### config.mk
export PLATFORM = sky130hd
export DESIGN_NAME = tga_uncompressed_to_dib_writer
export DESIGN_NICKNAME = d
export VERILOG_FILES = /design/src/hw/rtl/tgadib_pkg.sv /design/src/hw/rtl/tga_uncompressed_to_dib_writer.sv /design/src/hw/rtl/tgadib_core.sv
export VERILOG_INCLUDE_DIRS = /design/src /design/src/hw/rtl
export SDC_FILE = /design/constraint.sdc
export NUM_CORES = 2
export LEC_CHECK = 0
export BUFFER_PORTS_ARGS = -buffer_cell sky130_fd_sc_hd__buf_2
export CORE_MARGIN = 1.5
export CORE_UTILIZATION = 59
export CTS_CLUSTER_DIAMETER = 200
export DETAILED_ROUTE_END_ITERATION = 7
export PLACE_DENSITY = 0.78
export SYNTH_ARGS = -nofsm -noshare
export SYNTH_HDL_FRONTEND = slang
export SYNTH_SLANG_ARGS = --single-unit
### constraint.sdc
create_clock -name clk_i -period 24.7 [get_ports clk_i]
set_input_delay 4.94 -clock clk_i [delete_from_list [all_inputs] [get_ports clk_i]]
set_output_delay 4.94 -clock clk_i [all_outputs]
set_load 0.01 [all_outputs]
### src/hw/rtl/tga_uncompressed_to_dib_writer_defines.svh
// Assertion macros shared by the TGA to bitmap writer RTL.
// Standalone header; the asserting modules include it by name.
`ifndef TGA_UNCOMPRESSED_TO_DIB_WRITER_DEFINES_SVH
`define TGA_UNCOMPRESSED_TO_DIB_WRITER_DEFINES_SVH

`ifndef SYNTH
// Concurrent assertion on an explicit clock and active-low reset.
`define TGADIB_ASSERT_CLK(lbl, clk, rstn, prop, msg) \
  lbl: assert property (@(posedge clk) disable iff (!rstn) (prop)) else $error(msg);
// Concurrent assertion on the block clock and reset.
`define TGADIB_ASSERT(lbl, prop, msg) \
  `TGADIB_ASSERT_CLK(lbl, clk_i, rst_ni, prop, msg)
`else
`define TGADIB_ASSERT_CLK(lbl, clk, rstn, prop, msg)
`define TGADIB_ASSERT(lbl, prop, msg)
`endif

`endif

### src/hw/rtl/tgadib_pkg.sv
// Types and constants of the TGA to bitmap writer.
// No dependencies; used by tgadib_core and the top level.
`timescale 1ns / 1ps

package tgadib_pkg;

  // Parser phase, one-hot.
  typedef enum logic [3:0] {
    PhHeader = 4'b0001,
    PhId     = 4'b0010,
    PhPixel  = 4'b0100,
    PhIdle   = 4'b1000
  } phase_e;

  // Result kind carried on the output tuser.
  typedef enum logic [1:0] {
    KindWrite    = 2'd0,
    KindHeader   = 2'd1,
    KindBadType  = 2'd2,
    KindBadDepth = 2'd3
  } kind_e;

  // Header byte offsets.
  localparam logic [4:0] HdrIdLen    = 5'd0;
  localparam logic [4:0] HdrMapType  = 5'd1;
  localparam logic [4:0] HdrImgType  = 5'd2;
  localparam logic [4:0] HdrWidthLo  = 5'd12;
  localparam logic [4:0] HdrWidthHi  = 5'd13;
  localparam logic [4:0] HdrHeightLo = 5'd14;
  localparam logic [4:0] HdrHeightHi = 5'd15;
  localparam logic [4:0] HdrDepth    = 5'd16;
  localparam logic [4:0] HdrDesc     = 5'd17;

  localparam logic [7:0] MapTypeNone      = 8'd0;
  localparam logic [7:0] ImgTypeTrueColor = 8'd2;
  localparam logic [7:0] Depth16          = 8'd16;
  localparam logic [7:0] Depth24          = 8'd24;
  localparam logic [7:0] Depth32          = 8'd32;

  // Descriptor bit that selects the top-down row order.
  localparam int unsigned DescTopDownBit = 5;

  // Index of the last of the three writes of a 16-bit pixel.
  localparam logic [1:0] LastSub = 2'd2;

  // Register byte address of dest_base.
  localparam logic [2:0] RegDestBase = 3'd0;

  // Step handshake between the core and the top level.
  typedef struct packed {
    logic has_res;  // this step produces a result
    logic consume;  // this step finishes the input byte
  } step_ctl_t;

  typedef struct packed {
    kind_e       kind;
    logic [31:0] addr;
    logic [7:0]  data;
    logic [15:0] width;
    logic [15:0] height;
    logic [17:0] stride;
    logic        done;
    logic        last;
  } result_t;

endpackage

### src/hw/rtl/tga_uncompressed_to_dib_writer.sv
// Top level of the TGA type 2 to bitmap byte-write converter.
// Depends on tgadib_pkg, tgadib_core and the assertion macro header.
`timescale 1ns / 1ps
`include "tga_uncompressed_to_dib_writer_defines.svh"

// The block takes a TGA file as a stream of bytes on the slave channel, one byte per
// transaction, with tuser marking the first byte of a new file. It parses the 18-byte
// header, skips the ID field and turns the pixel data into byte writes of a bitmap at
// dest_base, with rows padded to a multiple of four bytes. Results leave on the master
// channel, one per transaction: tuser gives the kind, tlast marks the final result of
// an input byte, and tdata carries address, data, header fields and the done flag.
// The APB port writes and reads dest_base; it is sampled when a header is accepted.
// An accepted byte is held in the input register, its first result in the output
// register. A 24-bit or 32-bit pixel byte gives one write; a 16-bit pixel gives none
// for its low byte and three for its high byte, as the result register takes one
// write per cycle unless the receiver stalls. The input register holds one byte and
// the output register one result, so a new byte is accepted while a result waits.
// After reset all parse state is clear and the first byte is taken as header byte 0.
// When the receiver stalls, the pending result holds, the parse pauses, and tready on
// the slave side drops once the input register is occupied.

module tga_uncompressed_to_dib_writer #(
  parameter int unsigned ADDR_BITS = 32
) (
  input  logic        clk_i,
  input  logic        rst_ni,
  // Input byte stream.
  input  logic        s_axis_tvalid_i,
  output logic        s_axis_tready_o,
  input  logic [7:0]  s_axis_tdata_i,   // [7:0] byte_value
  input  logic        s_axis_tuser_i,   // [0] frame_start
  // Result stream.
  output logic        m_axis_tvalid_o,
  input  logic        m_axis_tready_i,
  output logic [95:0] m_axis_tdata_o,   // [31:0] write_address, [39:32] write_data,
                                        // [55:40] image_width, [71:56] image_height,
                                        // [89:72] row_stride, [90] image_done, rest 0
  output logic [1:0]  m_axis_tuser_o,   // [1:0] kind
  output logic        m_axis_tlast_o,
  // Configuration port.
  input  logic        psel,
  input  logic        penable,
  input  logic        pwrite,
  input  logic [2:0]  paddr,
  input  logic [31:0] pwdata,
  output logic [31:0] prdata,
  output logic        pready
);
  import tgadib_pkg::*;

  logic        in_valid_q, in_valid_d;
  logic [7:0]  in_byte_q;
  logic        in_fs_q;
  logic        out_valid_q, out_valid_d;
  result_t     out_q;
  logic [31:0] dest_base_q;

  step_ctl_t   ctl;
  result_t     res;
  logic        out_free;
  logic        fire;
  logic        in_take;

  // Configuration registers. pready is tied high, so every access completes
  // in its access cycle.
  assign pready = 1'b1;
  assign prdata = (paddr == RegDestBase) ? dest_base_q : 32'd0;

  always_ff @(posedge clk_i or negedge rst_ni) begin
    if (!rst_ni) begin
      dest_base_q <= '0;
    end else if (psel && penable && pwrite && (paddr[2] == RegDestBase[2])) begin
      dest_base_q <= pwdata;
    end
  end

  // A step runs whenever a byte is held and, if it makes a result, the output
  // register is empty or being drained in this cycle.
  assign out_free        = !out_valid_q || m_axis_tready_i;
  assign fire            = in_valid_q && (!ctl.has_res || out_free);
  assign s_axis_tready_o = !in_valid_q || (fire && ctl.consume);
  assign in_take         = s_axis_tvalid_i && s_axis_tready_o;

  tgadib_core #(
    .ADDR_BITS(ADDR_BITS)
  ) u_core (
    .clk_i        (clk_i),
    .rst_ni       (rst_ni),
    .step_en_i    (fire),
    .byte_i       (in_byte_q),
    .frame_start_i(in_fs_q),
    .dest_base_i  (dest_base_q),
    .ctl_o        (ctl),
    .res_o        (res)
  );

  always_comb begin
    in_valid_d = in_valid_q;
    if (in_take) begin
      in_valid_d = 1'b1;
    end else if (fire && ctl.consume) begin
      in_valid_d = 1'b0;
    end
    out_valid_d = out_valid_q;
    if (fire && ctl.has_res) begin
      out_valid_d = 1'b1;
    end else if (m_axis_tready_i) begin
      out_valid_d = 1'b0;
    end
  end

  always_ff @(posedge clk_i or negedge rst_ni) begin
    if (!rst_ni) begin
      in_valid_q  <= 1'b0;
      out_valid_q <= 1'b0;
    end else begin
      in_valid_q  <= in_valid_d;
      out_valid_q <= out_valid_d;
    end
  end

  // Payload registers carry no reset.
  always_ff @(posedge clk_i) begin
    if (in_take) begin
      in_byte_q <= s_axis_tdata_i;
      in_fs_q   <= s_axis_tuser_i;
    end
    if (fire && ctl.has_res) begin
      out_q <= res;
    end
  end

  assign m_axis_tvalid_o = out_valid_q;
  assign m_axis_tuser_o  = out_q.kind;
  assign m_axis_tlast_o  = out_q.last;
  assign m_axis_tdata_o  = {5'd0, out_q.done, out_q.stride, out_q.height,
                            out_q.width, out_q.data, out_q.addr};

  `TGADIB_ASSERT(a_result_loaded, (fire && ctl.has_res) |=> out_valid_q,
                 "produced result did not reach the output register")
  `TGADIB_ASSERT(a_input_holds, (in_valid_q && !fire) |=> (in_valid_q && $stable(in_byte_q)),
                 "held input byte lost while the step was blocked")
  `TGADIB_ASSERT(a_status_last, (out_valid_q && (out_q.kind != KindWrite)) |-> out_q.last,
                 "header status result not marked last")

endmodule

### src/hw/rtl/tgadib_core.sv
// Header parser and bitmap address generator of the TGA to bitmap writer.
// Depends on tgadib_pkg and the assertion macro header.
`timescale 1ns / 1ps
`include "tga_uncompressed_to_dib_writer_defines.svh"

module tgadib_core #(
  parameter int unsigned ADDR_BITS = 32
) (
  input  logic                 clk_i,
  input  logic                 rst_ni,
  input  logic                 step_en_i,
  input  logic [7:0]           byte_i,
  input  logic                 frame_start_i,
  input  logic [31:0]          dest_base_i,
  output tgadib_pkg::step_ctl_t ctl_o,
  output tgadib_pkg::result_t  res_o
);
  import tgadib_pkg::*;

  localparam int unsigned ExtBits = (ADDR_BITS > 32) ? ADDR_BITS : 32;

  phase_e                 phase_q, phase_d, phase_eff;
  logic [4:0]             hdr_idx_q, hdr_idx_d, idx_eff;
  logic [7:0]             id_len_q, id_len_d;
  logic [5:0]             depth_q, depth_d;
  logic                   top_down_q, top_down_d;
  logic [15:0]            width_q, width_d;
  logic [15:0]            height_q, height_d;
  logic [7:0]             id_rem_q, id_rem_d;
  logic [17:0]            col_q, col_d;
  logic [15:0]            row_q, row_d;
  logic [ADDR_BITS-1:0]   row_addr_q, row_addr_d;
  logic [ADDR_BITS-1:0]   wp_q, wp_d;
  logic [17:0]            stride_q, stride_d;
  logic [17:0]            row_len_q, row_len_d;
  logic [7:0]             held_q, held_d;
  logic                   byte_phase_q, byte_phase_d;
  logic                   type_bad_q, type_bad_d, tb_eff;
  logic                   depth_bad_q, depth_bad_d, db_eff;
  logic [1:0]             sub_q, sub_d;

  // Shared write-step datapath.
  logic [17:0]            col_inc;
  logic                   row_end;
  logic [15:0]            row_inc;
  logic [ADDR_BITS-1:0]   stride_a;
  logic [ADDR_BITS-1:0]   next_row_addr;
  logic                   wr_done;
  logic [ExtBits-1:0]     wp_ext;
  logic                   do_write;
  logic [7:0]             wr_data;

  // Header arithmetic.
  logic                   is32;
  logic [17:0]            len_calc;
  logic [18:0]            len_round;
  logic [33:0]            top_prod;
  logic [ADDR_BITS-1:0]   row_start;
  logic                   empty;

  assign col_inc       = col_q + 18'd1;
  assign row_end       = (col_inc >= row_len_q);
  assign row_inc       = row_q + 16'd1;
  assign stride_a      = ADDR_BITS'(stride_q);
  assign next_row_addr = top_down_q ? (row_addr_q - stride_a) : (row_addr_q + stride_a);
  assign wr_done       = row_end && (row_inc >= height_q);
  assign wp_ext        = ExtBits'(wp_q);

  assign is32      = (byte_i[5:0] == Depth32[5:0]);
  assign len_calc  = is32 ? {width_q, 2'b00} : ({1'b0, width_q, 1'b0} + {2'b00, width_q});
  assign len_round = {1'b0, len_calc} + 19'd3;
  assign top_prod  = 34'(stride_q) * 34'(height_q - 16'd1);
  assign row_start = ADDR_BITS'(dest_base_i) +
                     ((byte_i[DescTopDownBit] && (height_q != 16'd0)) ?
                      ADDR_BITS'(top_prod) : '0);
  assign empty     = (width_q == 16'd0) || (height_q == 16'd0);

  always_comb begin
    // A frame start restarts the header parse before the byte is handled.
    phase_eff = phase_q;
    idx_eff   = hdr_idx_q;
    tb_eff    = type_bad_q;
    db_eff    = depth_bad_q;
    if ((sub_q == 2'd0) && frame_start_i) begin
      phase_eff = PhHeader;
      idx_eff   = HdrIdLen;
      tb_eff    = 1'b0;
      db_eff    = 1'b0;
    end

    phase_d      = phase_eff;
    hdr_idx_d    = idx_eff;
    type_bad_d   = tb_eff;
    depth_bad_d  = db_eff;
    id_len_d     = id_len_q;
    depth_d      = depth_q;
    top_down_d   = top_down_q;
    width_d      = width_q;
    height_d     = height_q;
    id_rem_d     = id_rem_q;
    col_d        = col_q;
    row_d        = row_q;
    row_addr_d   = row_addr_q;
    wp_d         = wp_q;
    stride_d     = stride_q;
    row_len_d    = row_len_q;
    held_d       = held_q;
    byte_phase_d = byte_phase_q;
    sub_d        = sub_q;
    do_write     = 1'b0;
    wr_data      = byte_i;
    ctl_o        = '0;
    res_o        = '0;
    res_o.kind   = KindWrite;

    if (sub_q != 2'd0) begin
      // Second and third writes of a 16-bit pixel.
      do_write      = 1'b1;
      ctl_o.has_res = 1'b1;
      if (sub_q == LastSub) begin
        wr_data       = {byte_i[6:2], 3'b000};
        sub_d         = 2'd0;
        ctl_o.consume = 1'b1;
      end else begin
        wr_data = {byte_i[1:0], held_q[7:5], 3'b000};
        sub_d   = sub_q + 2'd1;
      end
    end else begin
      case (phase_eff)
        PhHeader: begin
          ctl_o.consume = 1'b1;
          hdr_idx_d     = idx_eff + 5'd1;
          case (idx_eff)
            HdrIdLen:    id_len_d = byte_i;
            HdrMapType:  if (byte_i != MapTypeNone) type_bad_d = 1'b1;
            HdrImgType:  if (byte_i != ImgTypeTrueColor) type_bad_d = 1'b1;
            HdrWidthLo:  width_d[7:0] = byte_i;
            HdrWidthHi:  width_d[15:8] = byte_i;
            HdrHeightLo: height_d[7:0] = byte_i;
            HdrHeightHi: height_d[15:8] = byte_i;
            HdrDepth: begin
              depth_bad_d = !((byte_i == Depth16) || (byte_i == Depth24) ||
                              (byte_i == Depth32));
              depth_d     = byte_i[5:0];
              row_len_d   = len_calc;
              stride_d    = {len_round[17:2], 2'b00};
            end
            HdrDesc: begin
              top_down_d    = byte_i[DescTopDownBit];
              ctl_o.has_res = 1'b1;
              if (tb_eff) begin
                res_o.kind = KindBadType;
                phase_d    = PhIdle;
              end else if (db_eff) begin
                res_o.kind = KindBadDepth;
                phase_d    = PhIdle;
              end else begin
                row_addr_d   = row_start;
                wp_d         = row_start;
                col_d        = '0;
                row_d        = '0;
                byte_phase_d = 1'b0;
                held_d       = '0;
                id_rem_d     = id_len_q;
                res_o.kind   = KindHeader;
                res_o.width  = width_q;
                res_o.height = height_q;
                res_o.stride = stride_q;
                res_o.done   = empty;
                if (empty) begin
                  phase_d = PhIdle;
                end else if (id_len_q != 8'd0) begin
                  phase_d = PhId;
                end else begin
                  phase_d = PhPixel;
                end
              end
            end
            default: ;
          endcase
        end
        PhId: begin
          ctl_o.consume = 1'b1;
          id_rem_d      = id_rem_q - 8'd1;
          if (id_rem_q == 8'd1) phase_d = PhPixel;
        end
        PhPixel: begin
          if (depth_q == Depth16[5:0]) begin
            if (!byte_phase_q) begin
              held_d        = byte_i;
              byte_phase_d  = 1'b1;
              ctl_o.consume = 1'b1;
            end else begin
              byte_phase_d  = 1'b0;
              do_write      = 1'b1;
              wr_data       = {held_q[4:0], 3'b000};
              sub_d         = 2'd1;
              ctl_o.has_res = 1'b1;
            end
          end else begin
            do_write      = 1'b1;
            ctl_o.has_res = 1'b1;
            ctl_o.consume = 1'b1;
          end
        end
        default: begin
          ctl_o.consume = 1'b1;
          phase_d       = PhIdle;
        end
      endcase
    end

    if (do_write) begin
      res_o.kind = KindWrite;
      res_o.addr = wp_ext[31:0];
      res_o.data = wr_data;
      wp_d       = wp_q + ADDR_BITS'(1);
      col_d      = col_inc;
      if (row_end) begin
        col_d      = '0;
        row_d      = row_inc;
        row_addr_d = next_row_addr;
        wp_d       = next_row_addr;
        if (wr_done) begin
          res_o.done = 1'b1;
          phase_d    = PhIdle;
        end
      end
    end

    res_o.last = ctl_o.consume;
  end

  always_ff @(posedge clk_i or negedge rst_ni) begin
    if (!rst_ni) begin
      phase_q      <= PhHeader;
      hdr_idx_q    <= '0;
      id_len_q     <= '0;
      depth_q      <= '0;
      top_down_q   <= 1'b0;
      width_q      <= '0;
      height_q     <= '0;
      id_rem_q     <= '0;
      col_q        <= '0;
      row_q        <= '0;
      row_addr_q   <= '0;
      wp_q         <= '0;
      stride_q     <= '0;
      row_len_q    <= '0;
      held_q       <= '0;
      byte_phase_q <= 1'b0;
      type_bad_q   <= 1'b0;
      depth_bad_q  <= 1'b0;
      sub_q        <= '0;
    end else if (step_en_i) begin
      phase_q      <= phase_d;
      hdr_idx_q    <= hdr_idx_d;
      id_len_q     <= id_len_d;
      depth_q      <= depth_d;
      top_down_q   <= top_down_d;
      width_q      <= width_d;
      height_q     <= height_d;
      id_rem_q     <= id_rem_d;
      col_q        <= col_d;
      row_q        <= row_d;
      row_addr_q   <= row_addr_d;
      wp_q         <= wp_d;
      stride_q     <= stride_d;
      row_len_q    <= row_len_d;
      held_q       <= held_d;
      byte_phase_q <= byte_phase_d;
      type_bad_q   <= type_bad_d;
      depth_bad_q  <= depth_bad_d;
      sub_q        <= sub_d;
    end
  end

  `TGADIB_ASSERT(a_sub_range, sub_q != 2'd3, "pixel write counter out of range")
  `TGADIB_ASSERT(a_sub_depth, (sub_q != 2'd0) |-> (depth_q == Depth16[5:0]),
                 "multi-write step outside a 16-bit image")
  `TGADIB_ASSERT(a_id_nonzero, (phase_q == PhId) |-> (id_rem_q != 8'd0),
                 "ID skip phase with nothing left to skip")

endmodule

=== Yosys cells after proc, flatten, opt, wreduce, memory -nomap -nowiden ===
Cells that the tools add are included.

* $add $sub $neg: 12
* Magnitude comparators: 2
* $mul: 1
* Reduce and logical (&&, ||, !) cells: 53
* Equality and inequality tests: 27
* Multiplexer cells: 107
* Bitwise gates (word level): 4

{| class="wikitable"
|+ Operators by type and width
! kind !! number
|-
| 32-bit two-way mux || 17
|-
| 18-bit two-way mux || 8
|-
| 16-bit two-way mux || 7
|-
| 8-bit two-way mux || 13
|-
| 4-bit two-way mux || 10
|-
| 16-bit by 34-bit multiplier with 30-bit output || 1
|-
| 1-bit two-way mux || 33
|-
| 32-bit by 1-bit adder with 32-bit output, second input constant || 1
|-
| 32-bit by 18-bit adder with 32-bit output || 1
|-
| 32-bit adder || 1
|-
| 16-bit logical NOT || 2
|-
| 8-bit one-hot mux with 2 select lines || 2
|-
| 4-bit AND reduction || 8
|-
| 32-bit by 18-bit subtractor with 32-bit output || 1
|-
| 5-bit by 4-bit == test with 1-bit output, second input constant || 4
|-
| 2-bit nonzero test || 10
|-
| 17-bit by 16-bit adder with 18-bit output || 1
|-
| 18-bit by 1-bit adder with 18-bit output, second input constant || 1
|-
| 18-bit by 2-bit adder with 18-bit output, second input constant || 1
|-
| 18-bit greater-or-equal comparator || 1
|-
| 2-bit two-way mux || 9
|-
| 16-bit by 1-bit subtractor with 17-bit output, second input constant || 1
|-
| 16-bit by 1-bit adder with 16-bit output, second input constant || 1
|-
| 8-bit by 5-bit == test with 1-bit output, second input constant || 2
|-
| 36 further kinds || 70
|}

* Bits in registers: 344
* Bits of input ports: 51

=== Longest topological paths before layout ===
* Word-level depth: 14
* Gate-level depth with buffers: 39
* Depth with buffers taken out: 38

=== Cells and area by module ===
A second synthesis with hierarchy kept.

* Cells, all modules: 3363
* Area total of the unflattened synthesis: 31241.2 um2

{| class="wikitable"
|+ Modules (own cells, without submodules)
! module !! seq. area each (um2) !! instances !! area an instance (um2) !! cells an instance
|-
| tgadib_core || 5231.3 || 1 || 26416.6 || 3131
|-
| tga_uncompressed_to_dib_writer || 3943.8 || 1 || 4824.6 || 232
|}

=== Worst setup path after synthesis ===
OpenSTA, ideal clock, no wires.

* Kind: in2out
* From: input paddr[1]
* To: output prdata[10]
* Data arrival time: 5666 ps
* Setup slack: 14094 ps
* Buffers on the path: 1
* Required time: 19760 ps
* Stages: 3
* Path through: nor3_1 > clkbuf_1 > and2_1

* Word-level cells in the longest chain between the ends: 2

{| class="wikitable"
|+ RTL lines
! element !! RTL line !! RTL
|-
| start, declared || tga_uncompressed_to_dib_writer.sv:44 || <nowiki>input logic [2:0] paddr,</nowiki>
|-
| 3-bit logical NOT || tga_uncompressed_to_dib_writer.sv:67 || <nowiki>assign prdata = (paddr == RegDestBase) ? dest_base_q : 32'd0;</nowiki>
|-
| 32-bit two-way mux || tga_uncompressed_to_dib_writer.sv:67 ||
|-
| end, declared || tga_uncompressed_to_dib_writer.sv:46 || <nowiki>output logic [31:0] prdata,</nowiki>
|}

Every way passes these cells.

=== Final worst setup path ===
* From: input paddr[1]
* To: output prdata[16]

Same word-level chain as after synthesis.

==> summary.md <==
| Metric | Value |
|---|---|
| Status | `complete, no violations` |
| Cts repair resizes | `0` |
| Final hold slack | `0.4786 ns` |
| Number of port buffers | `176` |
| Routed via count | `24725` |
| Mapped Cells | `3300` |
| Startpoint types | `primary input` |
| Largest family of logic cells by synthesized area | `adder cells` |
| Number of top-level pins | `185` |
| Total routed wirelength | `85600 µm` |
| Worst hold start | `u_core.row_len_q[3]` |
| CTS tree | `yes` |
| Diodes inserted | `0` |
| Synth area leader | `dfrtp_1` |
| Mean Syn Cell Area | `9.283 µm²` |
| Final Power | `1534 µW` |
| Die area | `53300 µm²` |
| Cts hold-fix bufs | `0` |
| Multi-input combinational cell area | `19520 µm²` |
| CP Cell Sequence | `buf_2 > nor3_2 > and2_1 > buf_2` |
| Chip width | `230.9 µm` |
| Commonest non-fill, non-tap cell in the layout | `inv_1` |
| Synth-to-layout area growth | `9.512%` |
| Pwr dens | `45.72 nW/µm²` |
| CTS buffer count | `39` |
| RR Startpoint | `u_core.height_q[0]` |
| HP Class | `reg -> reg` |
| Wirelength per Cell | `20.69 µm` |
| Simple-gate portion of the synthesized area | `17.48%` |
| Post-synth top area share | `19.77%` |
| First-pass GRT wire length | `136400 µm` |
| Crit-path slowest cell | `nor3_2` |
| Critical Path Most Common Cell | `buf_2` |
| Setup WS pre-CTS | `13.34 ns` |
| Crit-path leading delay family | `simple AND/OR/NAND/NOR gates` |
| Synthesized cell area | `30630 µm²` |
| CTS Buffer Depth | `3` |
| Slew headroom | `18.02%` |
| Rows | `83` |
| Prevailing post-synth register cell | `dfrtp_1` |
| DR pass1 iterations | `6` |
| Maximum vdd drop | `0.06132 mV` |
| GRT overflow | `0` |
| Seq/Total Area, Yosys | `29.75%` |
| Final Hold Vio Count | `0` |
| Max frequency | `88.52 MHz` |
| Worst setup margin | `13.40 ns` |
| Crit path DAT | `6.36 ns` |
| Static leakage | `0.01613 µW` |
| Final setup violation count | `0` |
| Initial drt markers | `2051` |
| Die height | `230.9 µm` |
| H-tree depth | `2` |
| # DRC | `0` |
| Crit end category | `primary output` |
| Storage cell area | `9115 µm²` |
| Setup total negative slack | `0 ns` |
| Ys async rst share | `70.64%` |
| Buf+Inv Stages, Crit Path | `2` |
| CP startpoint | `paddr[1]` |
| CTS clk-pin slew, worst paths | `0.06 ns` |
| Nets | `3926` |
| DP HPWL | `64730 µm` |
| Number of warnings issued by yosys | `0` |
| Final worst path period need | `11.30 ns` |
| Layout cell share with drive strength beyond 1 | `12.50%` |
| Synthesized flop and latch total | `344` |
| Synth unique cells | `106` |
| Final RePlAce weighted congestion | `0.9773` |
| Crit Path Max Fanout | `32` |
| Synth top area cells | `dfrtp_1 (20%), fa_1 (17%), edfxtp_1 (9.9%)` |
| Worst-Margin Slew | `1.225 ns` |
| Synth Area in Adders | `24.57%` |
| Core outline area | `51300 µm²` |
| Max-Cap Viols | `0` |
| Routed Antenna Nets | `0` |
| Compound-gate portion of the synthesized area | `12.39%` |
| Mux contribution to synthesized area | `3.913%` |
| XOR/XNOR Fraction of Synth Area | `4.934%` |
| Critical Path RT | `19.76 ns` |
| Post-CTS Setup Bufs | `0` |
| Clk root buf | `clkbuf_16` |
| Vias per inst | `5.977` |
| Initial core utilization | `59.71%` |
| Initial antenna violation count | `2` |
| Worst-skew pair later-pin latency | `0.59 ns` |
| Largest net degree at the start of global routing | `71` |
| RSZ-0062 raised after global routing | `false` |
| Commonest non-fill, non-tap cells in the layout | `inv_1 (399), nand2_1 (350), nor2_1 (259)` |
| Vias in the first global route | `25304` |
| Sink Count | `344` |
| Final Util | `65.39%` |
| Fillers | `4152` |
| Worst path max stage delay | `0.93 ns` |
| Fin crit share | `45.73%` |
| Worst Clk Skew | `0.02653 ns` |
| All-Layer GR Usage | `32.73%` |
| Post-synth EDFFs | `101` |
| Slew Limit Fails | `0` |
| Worst setup path class | `in -> out` |
[metal layers]
metal / GRT usage, % / part of all wire, % / routed length (µm)
met3: 4.990 / 7.2 / 6186
met2: 54.55 / 47 / 40610
met5: 0 / 0 / 0
met4: 14.36 / 4.6 / 3943
met1: 42.39 / 41 / 34860
[metrics by stage]
stage | instances | instance area, µm²
after CTS | 4137 | 33550
after global placement | 4066 | 32250
after floorplan | 3306 | 30660
final | 4137 | 33550
after global routing | 4137 | 33550
after detailed placement | 4066 | 32250
[synth_stat cells (all sizes together), types with 12 or more instances]
cell type	instances
and2	162
clkbuf	112
dfrtp	242
o31ai	15
o22ai	15
nor3	61
nand2b	32
and3	41
fa	256
a21o	54
nor2	262
buf	34
xor2	41
edfxtp	101
xnor2	129
nor3b	17
a31oi	19
mux2	84
nand4	20
a211oi	12
nand3	56
inv	399
o21a	32
o21ai	176
nand2	356
ha	192
a21oi	143
nor2b	29
mux2i	24
a22o	34
nor4	14
[flip-flops by register name, indices dropped and copies added (netlist names), 2 cells and up]
name,flops
m_axis_tdata_o,89
dest_base_q,32
u_core.row_addr_q,32
u_core.wp_ext,32
u_core.col_q,18
u_core.row_len_q,18
u_core.height_q,16
u_core.row_q,16
u_core.stride_q,16
u_core.width_q,16
in_byte_q,8
u_core.held_q,8
u_core.id_len_q,8
u_core.id_rem_q,8
u_core.depth_q,6
u_core.hdr_idx_q,5
u_core.phase_q,4
m_axis_tuser_o,2
u_core.sub_q,2
[power breakdown]
part / switching (µW) / internal, µW
clock network: 250 / 353
registers: 40.6 / 612
logic: 167 / 111
total: 458 / 1080
[cell type report]
cell class,count,share of cell area [%]
clock buffer,52,3.241
clock inverter,19,0.6340
inverter,399,4.464
multi-input combinational,2417,58.18
sequential,344,27.17
tap,680,2.536
timing repair buffer,226,3.774
[final timing paths]
check	slack, ns	endpoint	depth (start not counted)
hold reg to reg	0.48	u_core.row_len_q[3]	2
max in group asynchronous	18.48	u_core.width_q[8]	3
hold / removal	0.48	u_core.row_len_q[3]	2
setup / recovery	13.40	prdata[16]	4
setup reg to reg	14.20	u_core.row_addr_q[29]	36
min in group asynchronous	4.30	dest_base_q[9]	1
[cell families after synthesis]
family	Yosys count
adders and majority gates	448
muxes	108
xor gates and xnor gates	171
DFF	344
AOI/OAI and AO/OA	589
other	2
buffers and inverters	545
and+or+nand+nor	1093
[worst min-delay path, delay by kind of cell (launching register included)]
| kind | cells | cell delay, ns |
|---|---|---|
| simple gates | 1 | 0.05 |
| flops | 1 | 0.34 |
| compound gates | 1 | 0.06 |
Power figures use the tool's default switching activity.
